File: config.mk
export PLATFORM = sky130hd
export DESIGN_NAME = sensor_frame_parser_top
export DESIGN_NICKNAME = d
export VERILOG_FILES = /design/src/rtl/sfp_pkg.sv /design/src/rtl/sfp_front.sv /design/src/rtl/sfp_queue.sv /design/src/rtl/sfp_back.sv /design/src/rtl/sensor_frame_parser_top.sv
export SDC_FILE = /design/constraint.sdc
export NUM_CORES = 1
export LEC_CHECK = 0
export BUFFER_PORTS_ARGS = -buffer_cell sky130_fd_sc_hd__clkbuf_2
export CAP_MARGIN = 20
export CELL_PAD_IN_SITES_DETAIL_PLACEMENT = 0
export CELL_PAD_IN_SITES_GLOBAL_PLACEMENT = 2
export CORE_MARGIN = 2
export CORE_UTILIZATION = 42
export DETAILED_ROUTE_END_ITERATION = 12
export PLACE_DENSITY = 0.9
export SKIP_CTS_REPAIR_TIMING = 1
export SYNTH_ARGS = -nofsm -noshare
export SYNTH_HDL_FRONTEND = slang
export SYNTH_SLANG_ARGS = --single-unit
File: constraint.sdc
create_clock -name i_clk -period 5.05 [get_ports i_clk]
set_input_delay 1.01 -clock i_clk [delete_from_list [all_inputs] [get_ports i_clk]]
set_output_delay 1.01 -clock i_clk [all_outputs]
set_load 0.01 [all_outputs]
File: src/rtl/sfp_pkg.sv
// Shared types and constants for the sensor frame parser.
// No dependencies; every other file in rtl/ refers to this package by scoped names.
`default_nettype none

package sfp_pkg;

    localparam int unsigned BYTE_W      = 8;
    localparam int unsigned VALUE_W     = 16;
    localparam int unsigned HOLD_W      = 32;
    localparam int unsigned POS_W       = 3;
    localparam int unsigned PAYLOAD_LEN = 6;

    localparam logic [BYTE_W-1:0] SYNC_FIRST  = 8'h55;
    localparam logic [BYTE_W-1:0] SYNC_SECOND = 8'hAA;
    // (0x55 + 0xAA) mod 256
    localparam logic [BYTE_W-1:0] SUM_SEED    = 8'hFF;

    // Payload positions 2..5 carry the angle and speed bytes
    localparam logic [POS_W-1:0] POS_SKIP       = 3'd0;
    localparam logic [POS_W-1:0] POS_HOLD_FIRST = 3'd2;
    localparam logic [POS_W-1:0] POS_HOLD_LAST  = POS_W'(PAYLOAD_LEN - 1);
    localparam logic [POS_W-1:0] POS_CHECKSUM   = POS_W'(PAYLOAD_LEN);

    typedef enum logic {
        ST_HUNT,
        ST_FRAME
    } t_front_state;

    typedef enum logic [1:0] {
        KIND_SKIP,
        KIND_DATA,
        KIND_LAST
    } t_kind;

    typedef struct packed {
        t_kind             kind;
        logic              shift_hold;
        logic [BYTE_W-1:0] data;
    } t_q_item;

endpackage

`default_nettype wire

File: src/rtl/sfp_front.sv
// Front end of the sensor frame parser: sync hunt and byte classification.
// Depends on sfp_pkg; feeds classified requests into sfp_queue.
`default_nettype none

module sfp_front (
    input  wire logic                         i_clk,
    input  wire logic                         i_rst_n,
    input  wire logic                         i_valid,
    input  wire logic [sfp_pkg::BYTE_W-1:0]   i_rx_byte,
    input  wire logic                         i_full,
    output logic                              o_push,
    output sfp_pkg::t_q_item                  o_item
);

    sfp_pkg::t_front_state          r_state, n_state;
    logic [sfp_pkg::POS_W-1:0]      r_pos, n_pos;
    logic [sfp_pkg::BYTE_W-1:0]     r_hist_prev, n_hist_prev;
    logic [sfp_pkg::BYTE_W-1:0]     r_hist_now, n_hist_now;
    logic                           w_accept;

    assign w_accept = i_valid && !i_full;

    always_ff @(posedge i_clk) begin
        if (!i_rst_n) begin
            r_state     <= sfp_pkg::ST_HUNT;
            r_pos       <= '0;
            r_hist_prev <= '0;
            r_hist_now  <= '0;
        end else begin
            r_state     <= n_state;
            r_pos       <= n_pos;
            r_hist_prev <= n_hist_prev;
            r_hist_now  <= n_hist_now;
        end
    end

    always_comb begin
        n_state            = r_state;
        n_pos              = r_pos;
        n_hist_prev        = r_hist_prev;
        n_hist_now         = r_hist_now;
        o_push             = 1'b0;
        o_item.kind        = sfp_pkg::KIND_DATA;
        o_item.shift_hold  = 1'b0;
        o_item.data        = i_rx_byte;
        case (r_state)
            sfp_pkg::ST_HUNT: begin
                if (w_accept) begin
                    n_hist_prev = r_hist_now;
                    n_hist_now  = i_rx_byte;
                    if (r_hist_now == sfp_pkg::SYNC_FIRST &&
                        i_rx_byte == sfp_pkg::SYNC_SECOND) begin
                        n_state = sfp_pkg::ST_FRAME;
                        n_pos   = sfp_pkg::POS_SKIP;
                    end
                end
            end
            sfp_pkg::ST_FRAME: begin
                if (w_accept) begin
                    o_push = 1'b1;
                    if (r_pos == sfp_pkg::POS_SKIP) begin
                        // skip byte still enters the sync history
                        n_hist_prev = r_hist_now;
                        n_hist_now  = i_rx_byte;
                        o_item.kind = sfp_pkg::KIND_SKIP;
                        n_pos       = r_pos + 1'b1;
                    end else if (r_pos < sfp_pkg::POS_CHECKSUM) begin
                        o_item.kind       = sfp_pkg::KIND_DATA;
                        o_item.shift_hold = (r_pos >= sfp_pkg::POS_HOLD_FIRST) &&
                                            (r_pos <= sfp_pkg::POS_HOLD_LAST);
                        n_pos             = r_pos + 1'b1;
                    end else begin
                        // checksum byte, or a position past it: close the frame
                        o_item.kind = sfp_pkg::KIND_LAST;
                        n_state     = sfp_pkg::ST_HUNT;
                        n_pos       = sfp_pkg::POS_SKIP;
                    end
                end
            end
            default: begin
                n_state = sfp_pkg::ST_HUNT;
                n_pos   = sfp_pkg::POS_SKIP;
            end
        endcase
    end

    a_no_push_when_full: assert property (@(posedge i_clk) disable iff (!i_rst_n)
        o_push |-> !i_full)
        else $error("front pushed into a full queue");

    a_last_returns_to_hunt: assert property (@(posedge i_clk) disable iff (!i_rst_n)
        (o_push && o_item.kind == sfp_pkg::KIND_LAST) |=> r_state == sfp_pkg::ST_HUNT)
        else $error("frame did not close after checksum byte");

    a_hunt_pushes_nothing: assert property (@(posedge i_clk) disable iff (!i_rst_n)
        (r_state == sfp_pkg::ST_HUNT) |-> !o_push)
        else $error("hunt byte was forwarded to the back end");

endmodule

`default_nettype wire

File: src/rtl/sfp_queue.sv
// Small register queue holding classified byte requests between front and back.
// Depends on sfp_pkg for the request type.
`default_nettype none

module sfp_queue #(
    parameter int unsigned DEPTH = 4
) (
    input  wire logic              i_clk,
    input  wire logic              i_rst_n,
    input  wire logic              i_push,
    input  wire sfp_pkg::t_q_item  i_item,
    input  wire logic              i_pop,
    output logic                   o_full,
    output logic                   o_empty,
    output sfp_pkg::t_q_item       o_head
);

    localparam int unsigned PTR_W = (DEPTH > 1) ? $clog2(DEPTH) : 1;
    localparam int unsigned CNT_W = $clog2(DEPTH + 1);

    sfp_pkg::t_q_item   r_mem [DEPTH];
    logic [PTR_W-1:0]   r_wr_ptr, n_wr_ptr;
    logic [PTR_W-1:0]   r_rd_ptr, n_rd_ptr;
    logic [CNT_W-1:0]   r_count, n_count;

    assign o_full  = (r_count == CNT_W'(DEPTH));
    assign o_empty = (r_count == '0);
    assign o_head  = r_mem[r_rd_ptr];

    always_comb begin
        n_wr_ptr = r_wr_ptr;
        n_rd_ptr = r_rd_ptr;
        n_count  = r_count;
        if (i_push) begin
            n_wr_ptr = (r_wr_ptr == PTR_W'(DEPTH - 1)) ? '0 : r_wr_ptr + 1'b1;
        end
        if (i_pop) begin
            n_rd_ptr = (r_rd_ptr == PTR_W'(DEPTH - 1)) ? '0 : r_rd_ptr + 1'b1;
        end
        if (i_push && !i_pop) begin
            n_count = r_count + 1'b1;
        end else if (i_pop && !i_push) begin
            n_count = r_count - 1'b1;
        end
    end

    always_ff @(posedge i_clk) begin
        if (!i_rst_n) begin
            r_wr_ptr <= '0;
            r_rd_ptr <= '0;
            r_count  <= '0;
        end else begin
            r_wr_ptr <= n_wr_ptr;
            r_rd_ptr <= n_rd_ptr;
            r_count  <= n_count;
        end
    end

    always_ff @(posedge i_clk) begin
        if (i_push) begin
            r_mem[r_wr_ptr] <= i_item;
        end
    end

    a_count_in_range: assert property (@(posedge i_clk) disable iff (!i_rst_n)
        r_count <= CNT_W'(DEPTH))
        else $error("queue count beyond depth");

    a_no_pop_when_empty: assert property (@(posedge i_clk) disable iff (!i_rst_n)
        i_pop |-> !o_empty)
        else $error("queue popped while empty");

endmodule

`default_nettype wire

File: src/rtl/sfp_back.sv
// Back end of the sensor frame parser: checksum, payload capture and result register.
// Depends on sfp_pkg; drains requests from sfp_queue.
`default_nettype none

module sfp_back (
    input  wire logic                          i_clk,
    input  wire logic                          i_rst_n,
    input  wire logic                          i_empty,
    input  wire sfp_pkg::t_q_item              i_head,
    output logic                               o_pop,
    output logic                               o_valid,
    input  wire logic                          i_stall,
    output logic [sfp_pkg::VALUE_W-1:0]        o_angle,
    output logic [sfp_pkg::VALUE_W-1:0]        o_speed,
    output logic                               o_frame_ok
);

    logic [sfp_pkg::BYTE_W-1:0]    r_sum, n_sum;
    logic [sfp_pkg::HOLD_W-1:0]    r_hold, n_hold;
    logic [sfp_pkg::VALUE_W-1:0]   r_kept_angle, n_kept_angle;
    logic [sfp_pkg::VALUE_W-1:0]   r_kept_speed, n_kept_speed;
    logic                          r_out_valid, n_out_valid;
    logic                          r_ok, n_ok;
    logic                          w_out_free;
    logic                          w_is_last;

    // result slot frees up when empty or being taken this cycle
    assign w_out_free = !r_out_valid || !i_stall;
    assign w_is_last  = (i_head.kind == sfp_pkg::KIND_LAST);
    assign o_pop      = !i_empty && (!w_is_last || w_out_free);

    always_comb begin
        n_sum        = r_sum;
        n_hold       = r_hold;
        n_kept_angle = r_kept_angle;
        n_kept_speed = r_kept_speed;
        n_ok         = r_ok;
        n_out_valid  = r_out_valid && i_stall;
        if (o_pop) begin
            case (i_head.kind)
                sfp_pkg::KIND_SKIP: begin
                    n_sum  = sfp_pkg::SUM_SEED;
                    n_hold = '0;
                end
                sfp_pkg::KIND_DATA: begin
                    n_sum = r_sum + i_head.data;
                    if (i_head.shift_hold) begin
                        n_hold = {r_hold[sfp_pkg::HOLD_W-sfp_pkg::BYTE_W-1:0], i_head.data};
                    end
                end
                sfp_pkg::KIND_LAST: begin
                    n_ok        = (r_sum == i_head.data);
                    n_out_valid = 1'b1;
                    if (r_sum == i_head.data) begin
                        n_kept_angle = r_hold[sfp_pkg::HOLD_W-1:sfp_pkg::VALUE_W];
                        n_kept_speed = r_hold[sfp_pkg::VALUE_W-1:0];
                    end
                end
                default: begin
                    n_sum = r_sum;
                end
            endcase
        end
    end

    always_ff @(posedge i_clk) begin
        if (!i_rst_n) begin
            r_sum        <= '0;
            r_hold       <= '0;
            r_kept_angle <= '0;
            r_kept_speed <= '0;
            r_ok         <= 1'b0;
            r_out_valid  <= 1'b0;
        end else begin
            r_sum        <= n_sum;
            r_hold       <= n_hold;
            r_kept_angle <= n_kept_angle;
            r_kept_speed <= n_kept_speed;
            r_ok         <= n_ok;
            r_out_valid  <= n_out_valid;
        end
    end

    // kept values only move when a checksum byte loads the result slot
    assign o_valid    = r_out_valid;
    assign o_angle    = r_kept_angle;
    assign o_speed    = r_kept_speed;
    assign o_frame_ok = r_ok;

    a_last_needs_free_slot: assert property (@(posedge i_clk) disable iff (!i_rst_n)
        (o_pop && w_is_last) |-> w_out_free)
        else $error("frame end drained while result slot was blocked");

    a_kept_moves_only_on_ok: assert property (@(posedge i_clk) disable iff (!i_rst_n)
        (r_kept_angle != $past(r_kept_angle) || r_kept_speed != $past(r_kept_speed))
            |-> (r_out_valid && r_ok))
        else $error("kept values changed without an accepted frame");

endmodule

`default_nettype wire

File: src/rtl/sensor_frame_parser_top.sv
// Sensor frame parser: one received byte per cycle in; angle, speed and frame
// status out at each frame end. The front end hunts for the 0x55 0xAA sync and
// classifies bytes; the back end checks the additive checksum and holds the
// result. A byte is taken every cycle while the request queue between front and
// back has room; the queue only fills when the result register is stalled with a
// frame end waiting behind it. An accepted checksum byte is written into the queue
// and, once it is at the head and the result register is free, loads the result
// register, which then presents the result.
// Angle and speed keep their last accepted values when a frame fails its checksum.
// Depends on sfp_pkg, sfp_front, sfp_queue and sfp_back.
`default_nettype none

module sensor_frame_parser_top #(
    parameter int unsigned QUEUE_DEPTH = 4
) (
    input  wire logic                          i_clk,
    input  wire logic                          i_rst_n,
    input  wire logic                          i_valid,
    output logic                               o_stall,
    input  wire logic [sfp_pkg::BYTE_W-1:0]    i_rx_byte,
    output logic                               o_valid,
    input  wire logic                          i_stall,
    output logic [sfp_pkg::VALUE_W-1:0]        o_angle,
    output logic [sfp_pkg::VALUE_W-1:0]        o_speed,
    output logic                               o_frame_ok
);

    logic               w_push;
    logic               w_pop;
    logic               w_full;
    logic               w_empty;
    sfp_pkg::t_q_item   w_push_item;
    sfp_pkg::t_q_item   w_head;

    // hold input whenever the queue is full
    assign o_stall = w_full;

    sfp_front u_front (
        .i_clk     (i_clk),
        .i_rst_n   (i_rst_n),
        .i_valid   (i_valid),
        .i_rx_byte (i_rx_byte),
        .i_full    (w_full),
        .o_push    (w_push),
        .o_item    (w_push_item)
    );

    sfp_queue #(
        .DEPTH (QUEUE_DEPTH)
    ) u_queue (
        .i_clk   (i_clk),
        .i_rst_n (i_rst_n),
        .i_push  (w_push),
        .i_item  (w_push_item),
        .i_pop   (w_pop),
        .o_full  (w_full),
        .o_empty (w_empty),
        .o_head  (w_head)
    );

    sfp_back u_back (
        .i_clk      (i_clk),
        .i_rst_n    (i_rst_n),
        .i_empty    (w_empty),
        .i_head     (w_head),
        .o_pop      (w_pop),
        .o_valid    (o_valid),
        .i_stall    (i_stall),
        .o_angle    (o_angle),
        .o_speed    (o_speed),
        .o_frame_ok (o_frame_ok)
    );

endmodule

`default_nettype wire
==> results of run 1 <==
==> worst max-delay path by stage <==
stage,start,endpoint,slack [ns],depth (start not counted)
6_report,flip-flop,u_back.o_speed[13],1.34,6
4_1_cts,flip-flop,u_back.o_speed[13],1.21,6
3_3_place_gp,flip-flop,u_back.o_speed[11],1.35,6
2_1_floorplan,i_valid,u_queue.r_count[2],2.29,9
5_1_grt,flip-flop,u_back.o_speed[13],0.97,6
3_5_place_dp,flip-flop,u_back.o_speed[13],1.26,6
==> worst register-to-register path: stages (launching register included) <==
cell and delay (ns):
dfxtp_1 0.80, mux4_2 0.61, ha_1 0.37, nor4_1 0.50
nand4b_4 0.74, buf_4 0.48, o21ai_2 0.14
==> synthesized netlist by cell type (11+ instances only) <==
| cell type | number |
|---|---|
| ha_1 | 17 |
| mux4_2 | 11 |
| dfxtp_1 | 95 |
| mux2i_1 | 15 |
| inv_1 | 13 |
| o21ai_2 | 22 |
| nor2_1 | 29 |
| a21oi_1 | 43 |
| edfxtp_1 | 44 |
| clkbuf_1 | 19 |
| nand2_1 | 75 |
| nand3_1 | 65 |
==> cells by family after synthesis <==
family / after synthesis / share of synthesized area (%)
AOI/OAI and AO/OA: 102 / 11.1
DFF: 139 / 55.5
and+or+nand+nor: 207 / 17.1
xor gates and xnor gates: 6 / 0.905
adders and majority gates: 19 / 4.35
muxes: 27 / 7.04
buffers and inverters: 47 / 3.94
==> cell type report <==
class | count | share of cell area [%]
sequential | 139 | 48.1
clock inverter | 15 | 1.98
multi-input combinational | 361 | 35.2
tap | 176 | 3.29
timing repair buffer | 54 | 4.33
clock buffer | 17 | 6.35
inverter | 13 | 0.728
==> per-stage QoR <==
| step | power (mW) | setup WS, ns | hold WS (ns) | cell area (um2) |
|---|---|---|---|---|
| final | 3.12 | 1.34 | 0.456 | 6700 |
| after CTS | 3.15 | 1.21 | 0.456 | 6700 |
| after global routing | 3.30 | 0.966 | 0.471 | 6700 |
| after global placement | 1.96 | 1.35 | 0.442 | 6140 |
| after detailed placement | 1.98 | 1.26 | 0.448 | 6140 |
| after floorplan | 1.81 | 2.29 | 0.429 | 5810 |
==> power by group through the flow <==
| stage | combinational [mW] | sequential [mW] | clock, mW |
|---|---|---|---|
| final | 0.680 | 1.27 | 1.17 |
| after global routing | 0.759 | 1.29 | 1.26 |
| after CTS | 0.684 | 1.28 | 1.19 |
| after detailed placement | 0.679 | 1.30 | 0 |
| after global placement | 0.662 | 1.30 | 0 |
| after floorplan | 0.548 | 1.26 | 0 |
==> per-layer routing <==
layer  up-vias  wire length, um  global-route usage [%]
li1       2031                -                       -
met1      1959             5340                    22.2
met2        76             5800                    28.4
met3        13              491                    4.54
met4         0              177                    7.33
met5         -                0                       0
==> flip-flops by register name (all words and copies together), names as in the netlist, 2 cells and up, named ones only <==
name and count:
u_front.r_pos 3, u_back.r_sum 8, u_queue.r_mem 44, u_back.o_angle 16, u_back.o_speed 16, u_front.r_hist_now 8
u_back.r_hold 32, u_queue.r_wr_ptr 2, u_queue.r_count 3, u_queue.r_rd_ptr 2
==> impl_metrics.json, run 1 <==
{
  "outcome": "finished clean",
  "antenna_found_initial": 0,
  "p_int_mw": 2.18,
  "drive_above_1_share_pct": 21.0,
  "avgSynthCellArea_um2": 10.6,
  "rows": 42,
  "die_area_um2": 14800,
  "ys_seq_area_share_pct": 55.5,
  "area_growth_pct": 15.4,
  "async_flop_share_pct": 0,
  "fin_nets": 617,
  "hold_class": "reg -> reg",
  "pwr-share-clk_pct": 37.5,
  "p_per_area_nw_per_um2": 466,
  "yosys-top-cells-area": "dfxtp_1 33%, edfxtp_1 23%, nand3_1 5.6%",
  "synth_edf_count": 44,
  "reg2reg_depth": 6,
  "ys_types": 46,
  "htreeDepth": 4,
  "drt-pass1-iter-count": 4,
  "cts_buffers": 17,
  "final_util_pct": 50.2,
  "instances_no_fill": 775,
  "clk_pin_slew_ns": 0.06,
  "worstHoldEndpoint": "u_back.r_hold[31]",
  "grt_pass1_vias": 3968,
  "portBuffers": 46,
  "max-slew-margin-rel_pct": 32.0,
  "final-hold-violation-count": 0,
  "setup_violations": 0,
  "seqPwrFrac_pct": 40.8,
  "grt_max_degree": 69,
  "synthCells": 547,
  "syn-num-nets": 578,
  "startpoint_type": "flip-flop",
  "io_pins": 47,
  "cp_cell_sequence": "mux4_2 > ha_1 > nor4_1 > nand4b_4 > buf_4 > o21ai_2",
  "place.gp.congestion": 0.861,
  "crit_family": "simple AND/OR/NAND/NOR gates",
  "p_sw_mw": 0.942,
  "ff_latch_area_um2": 3220,
  "clock_latency_ns": 0.42,
  "tightestPinTransition_ns": 1.02,
  "drc": 0,
  "cts.sinks": 139,
  "crit_arrival_ns": 4.06,
  "period_share_pct": 73.5,
  "track_usage_pct": 17.5,
  "finClkSkew_ns": 0.00450,
  "cts_tree": "built",
  "slew_violations": 0,
  "synth_top_area_cell": "dfxtp_1",
  "critPathBufInv": 1,
  "diodes": 0,
  "netlist_area_um2": 5810,
  "pwr-share-comb_pct": 21.8,
  "num_vias": 4079,
  "fp.dieH_um": 122,
  "ant_nets": 0,
  "cap_violations": 0,
  "synthFlopType": "dfxtp_1",
  "hp-start": "u_back.r_hold[31]",
  "critPathKind": "reg -> reg",
  "fp.coreArea_um2": 13300,
  "ff2ff_setup_slack_ns": 1.34,
  "num-fill-cells": 1264,
  "required_ns": 5.40,
  "tns_ns": 0,
  "end_kind": "flip-flop",
  "r2r_end": "u_back.o_speed[13]",
  "leakage_nw": 2.42,
  "max_stage_delay_ns": 0.80,
  "min_period_ns": 3.71,
  "multiInputGateArea_um2": 2360,
  "rsz0062_at_grt": "no",
  "die_w_um": 122,
  "final_cell_mix": "95 x dfxtp_1, 75 x nand2_1, 65 x nand3_1, 46 x clkbuf_2, 44 x edfxtp_1",
  "start_util_pct": 43.5,
  "vdd_ir_drop_max_v": 0.000295,
  "ctsLongestPathBuffers": 2,
  "synth_seq_cells": 139,
  "dp_cells": 743,
  "yosys_warnings": 0,
  "synth_top_area_share_pct": 32.7,
  "drt_wl_total_mm": 11.8,
  "cp_slowest_cell": "dfxtp_1",
  "clk_root_buffer_cell": "clkbuf_16",
  "hpwl_mm": 7.73,
  "final_common_cell": "dfxtp_1",
  "grt_pass1_wl_mm": 19.8,
  "clock.fmax_ghz": 0.269,
  "drt_iter0_markers": 196,
  "wl_per_cell_um": 15.2,
  "p_sw_share_pct": 30.1,
  "min_delay_path_depth": 2,
  "worst-path-max-fanout": 56,
  "viasPerCell": 5.26,
  "grt-ovfl-total": 0
}
No activity file was read; power rests on OpenSTA's default activity.
==> run 2: changes to the inputs <==
- CORE_UTILIZATION: 42 -> 35
- PLACE_DENSITY: 0.9 -> 0.81
- clock period: 5.05 -> 3.2 ns (I/O delays scaled with it)
==> run 2 against run 1 <==
Die area grew 19%; combinational power grew 68%; cell area grew 1.6%; count of clock-buffer cells in the layout is the same; setup slack lost 1.0 ns; final cell count grew 6.1%; power grew 60%; sequential power grew 56%; clock skew grew 0.0069 ns; critical endpoint is now u_back.o_angle[1].
==> impl_metrics.json, run 2 (synthesized netlist as in run 1, its figures left out) <==
{
  "clock.fmax_ghz": 0.345,
  "grt_max_degree": 69,
  "final_cell_mix": "95 x dfxtp_1, 75 x nand2_1, 65 x nand3_1, 46 x clkbuf_2, 44 x edfxtp_1",
  "area_growth_pct": 17.3,
  "drc": 0,
  "io_pins": 47,
  "period_share_pct": 90.5,
  "htreeDepth": 4,
  "leakage_nw": 2.43,
  "track_usage_pct": 14.2,
  "fin_nets": 620,
  "drt_iter0_markers": 150,
  "final-hold-violation-count": 0,
  "die_area_um2": 17600,
  "p_per_area_nw_per_um2": 734,
  "diodes": 0,
  "cts.sinks": 139,
  "antenna_found_initial": 0,
  "rows": 47,
  "grt-ovfl-total": 0,
  "place.gp.congestion": 0.762,
  "fp.dieH_um": 133,
  "reg.largest.list": "u_queue.r_mem x44, u_back.r_hold x32",
  "num-fill-cells": 1612,
  "ff_latch_area_um2": 3220,
  "cap_violations": 0,
  "final_common_cell": "dfxtp_1",
  "wl_per_cell_um": 14.2,
  "die_w_um": 133,
  "portBuffers": 46,
  "crit_arrival_ns": 3.17,
  "viasPerCell": 4.92,
  "outcome": "finished clean",
  "multiInputGateArea_um2": 2360,
  "drt-pass1-iter-count": 4,
  "tns_ns": 0,
  "required_ns": 3.47,
  "max-slew-margin-rel_pct": 42.2,
  "worst-path-max-fanout": 65,
  "largest_reg_flops": 44,
  "clk_pin_slew_ns": 0.06,
  "clk_root_buffer_cell": "clkbuf_16",
  "end_kind": "flip-flop",
  "start_util_pct": 35.4,
  "slew_violations": 0,
  "grt_pass1_vias": 3969,
  "hpwl_mm": 7.78,
  "fp.coreArea_um2": 16400,
  "tightestPinTransition_ns": 0.867,
  "min_period_ns": 2.90,
  "drt_wl_total_mm": 11.7,
  "drive_above_1_share_pct": 21.3,
  "finClkSkew_ns": 0.0114,
  "ant_nets": 0,
  "cts_buffers": 17,
  "setup_violations": 0,
  "final.setup.worst_slack_ns": 0.304,
  "num_vias": 4045,
  "rsz0062_at_grt": "no",
  "post-place-ws_ns": 0.289,
  "vdd_ir_drop_max_v": 0.000596,
  "power_mw": 5.00,
  "grt_pass1_wl_mm": 19.7,
  "critPathKind": "reg -> reg",
  "cts_tree": "built",
  "hold_class": "reg -> reg",
  "clock_latency_ns": 0.42,
  "startpoint_type": "flip-flop",
  "ctsLongestPathBuffers": 2,
  "largest_register": "u_queue.r_mem"
}
## run 2: metal layers
metal	GRT usage [%]	routed length [um]
met1	18.0	5490
met2	22.9	5640
met3	3.75	404
met4	6.15	157
met5	0	0
## run 2: through the flow
stage / std cells / hold slack (ns) / cell area, um2 / util (%)
after floorplan: 547 / 0.429 / 5810 / -
after global placement: 790 / 0.444 / 6230 / 38.0
after detailed placement: 790 / 0.442 / 6230 / 38.0
after CTS: 822 / 0.439 / 6810 / 41.5
after global routing: 822 / 0.461 / 6810 / 41.5
final: 822 / 0.452 / 6810 / 41.5
## run 2: path summary, 6_finish.rpt
check / startpoint / to / slack [ns] / cells after the start
worst max-delay path: flip-flop / u_back.o_angle[1] / 0.30 / 8
worst min-delay path: u_back.r_hold[25] / u_back.o_angle[9] / 0.45 / 2
worst max register to register: flip-flop / u_back.o_angle[1] / 0.30 / 8
worst min register to register: u_back.r_hold[25] / u_back.o_angle[9] / 0.45 / 2
## run 2: area by class of cell
class                           instances  area share (%)
Sequential cell                       139            47.3
Multi-Input combinational cell        361            34.7
Clock buffer                           17            6.25
Timing Repair Buffer                   57            4.78
Tap cell                              220            4.04
Clock inverter                         15            2.20
Inverter                               13           0.717
## run 2: where the power goes
group | total, mW | switching [mW] | internal, mW
Sequential | 1.98 | 0.0777 | 1.90
Clock | 1.88 | 0.740 | 1.14
Combinational | 1.14 | 0.696 | 0.442
Total | 5.00 | 1.51 | 3.48
## run 2: worst max-delay path: stages (launching register included)
cell      delay, ns
dfxtp_1        0.31
buf_4          0.23
mux4_2         0.56
ha_1           0.37
nor4_1         0.49
nand4b_4       0.13
buf_4          0.36
nand3_1        0.18
o21ai_0        0.08
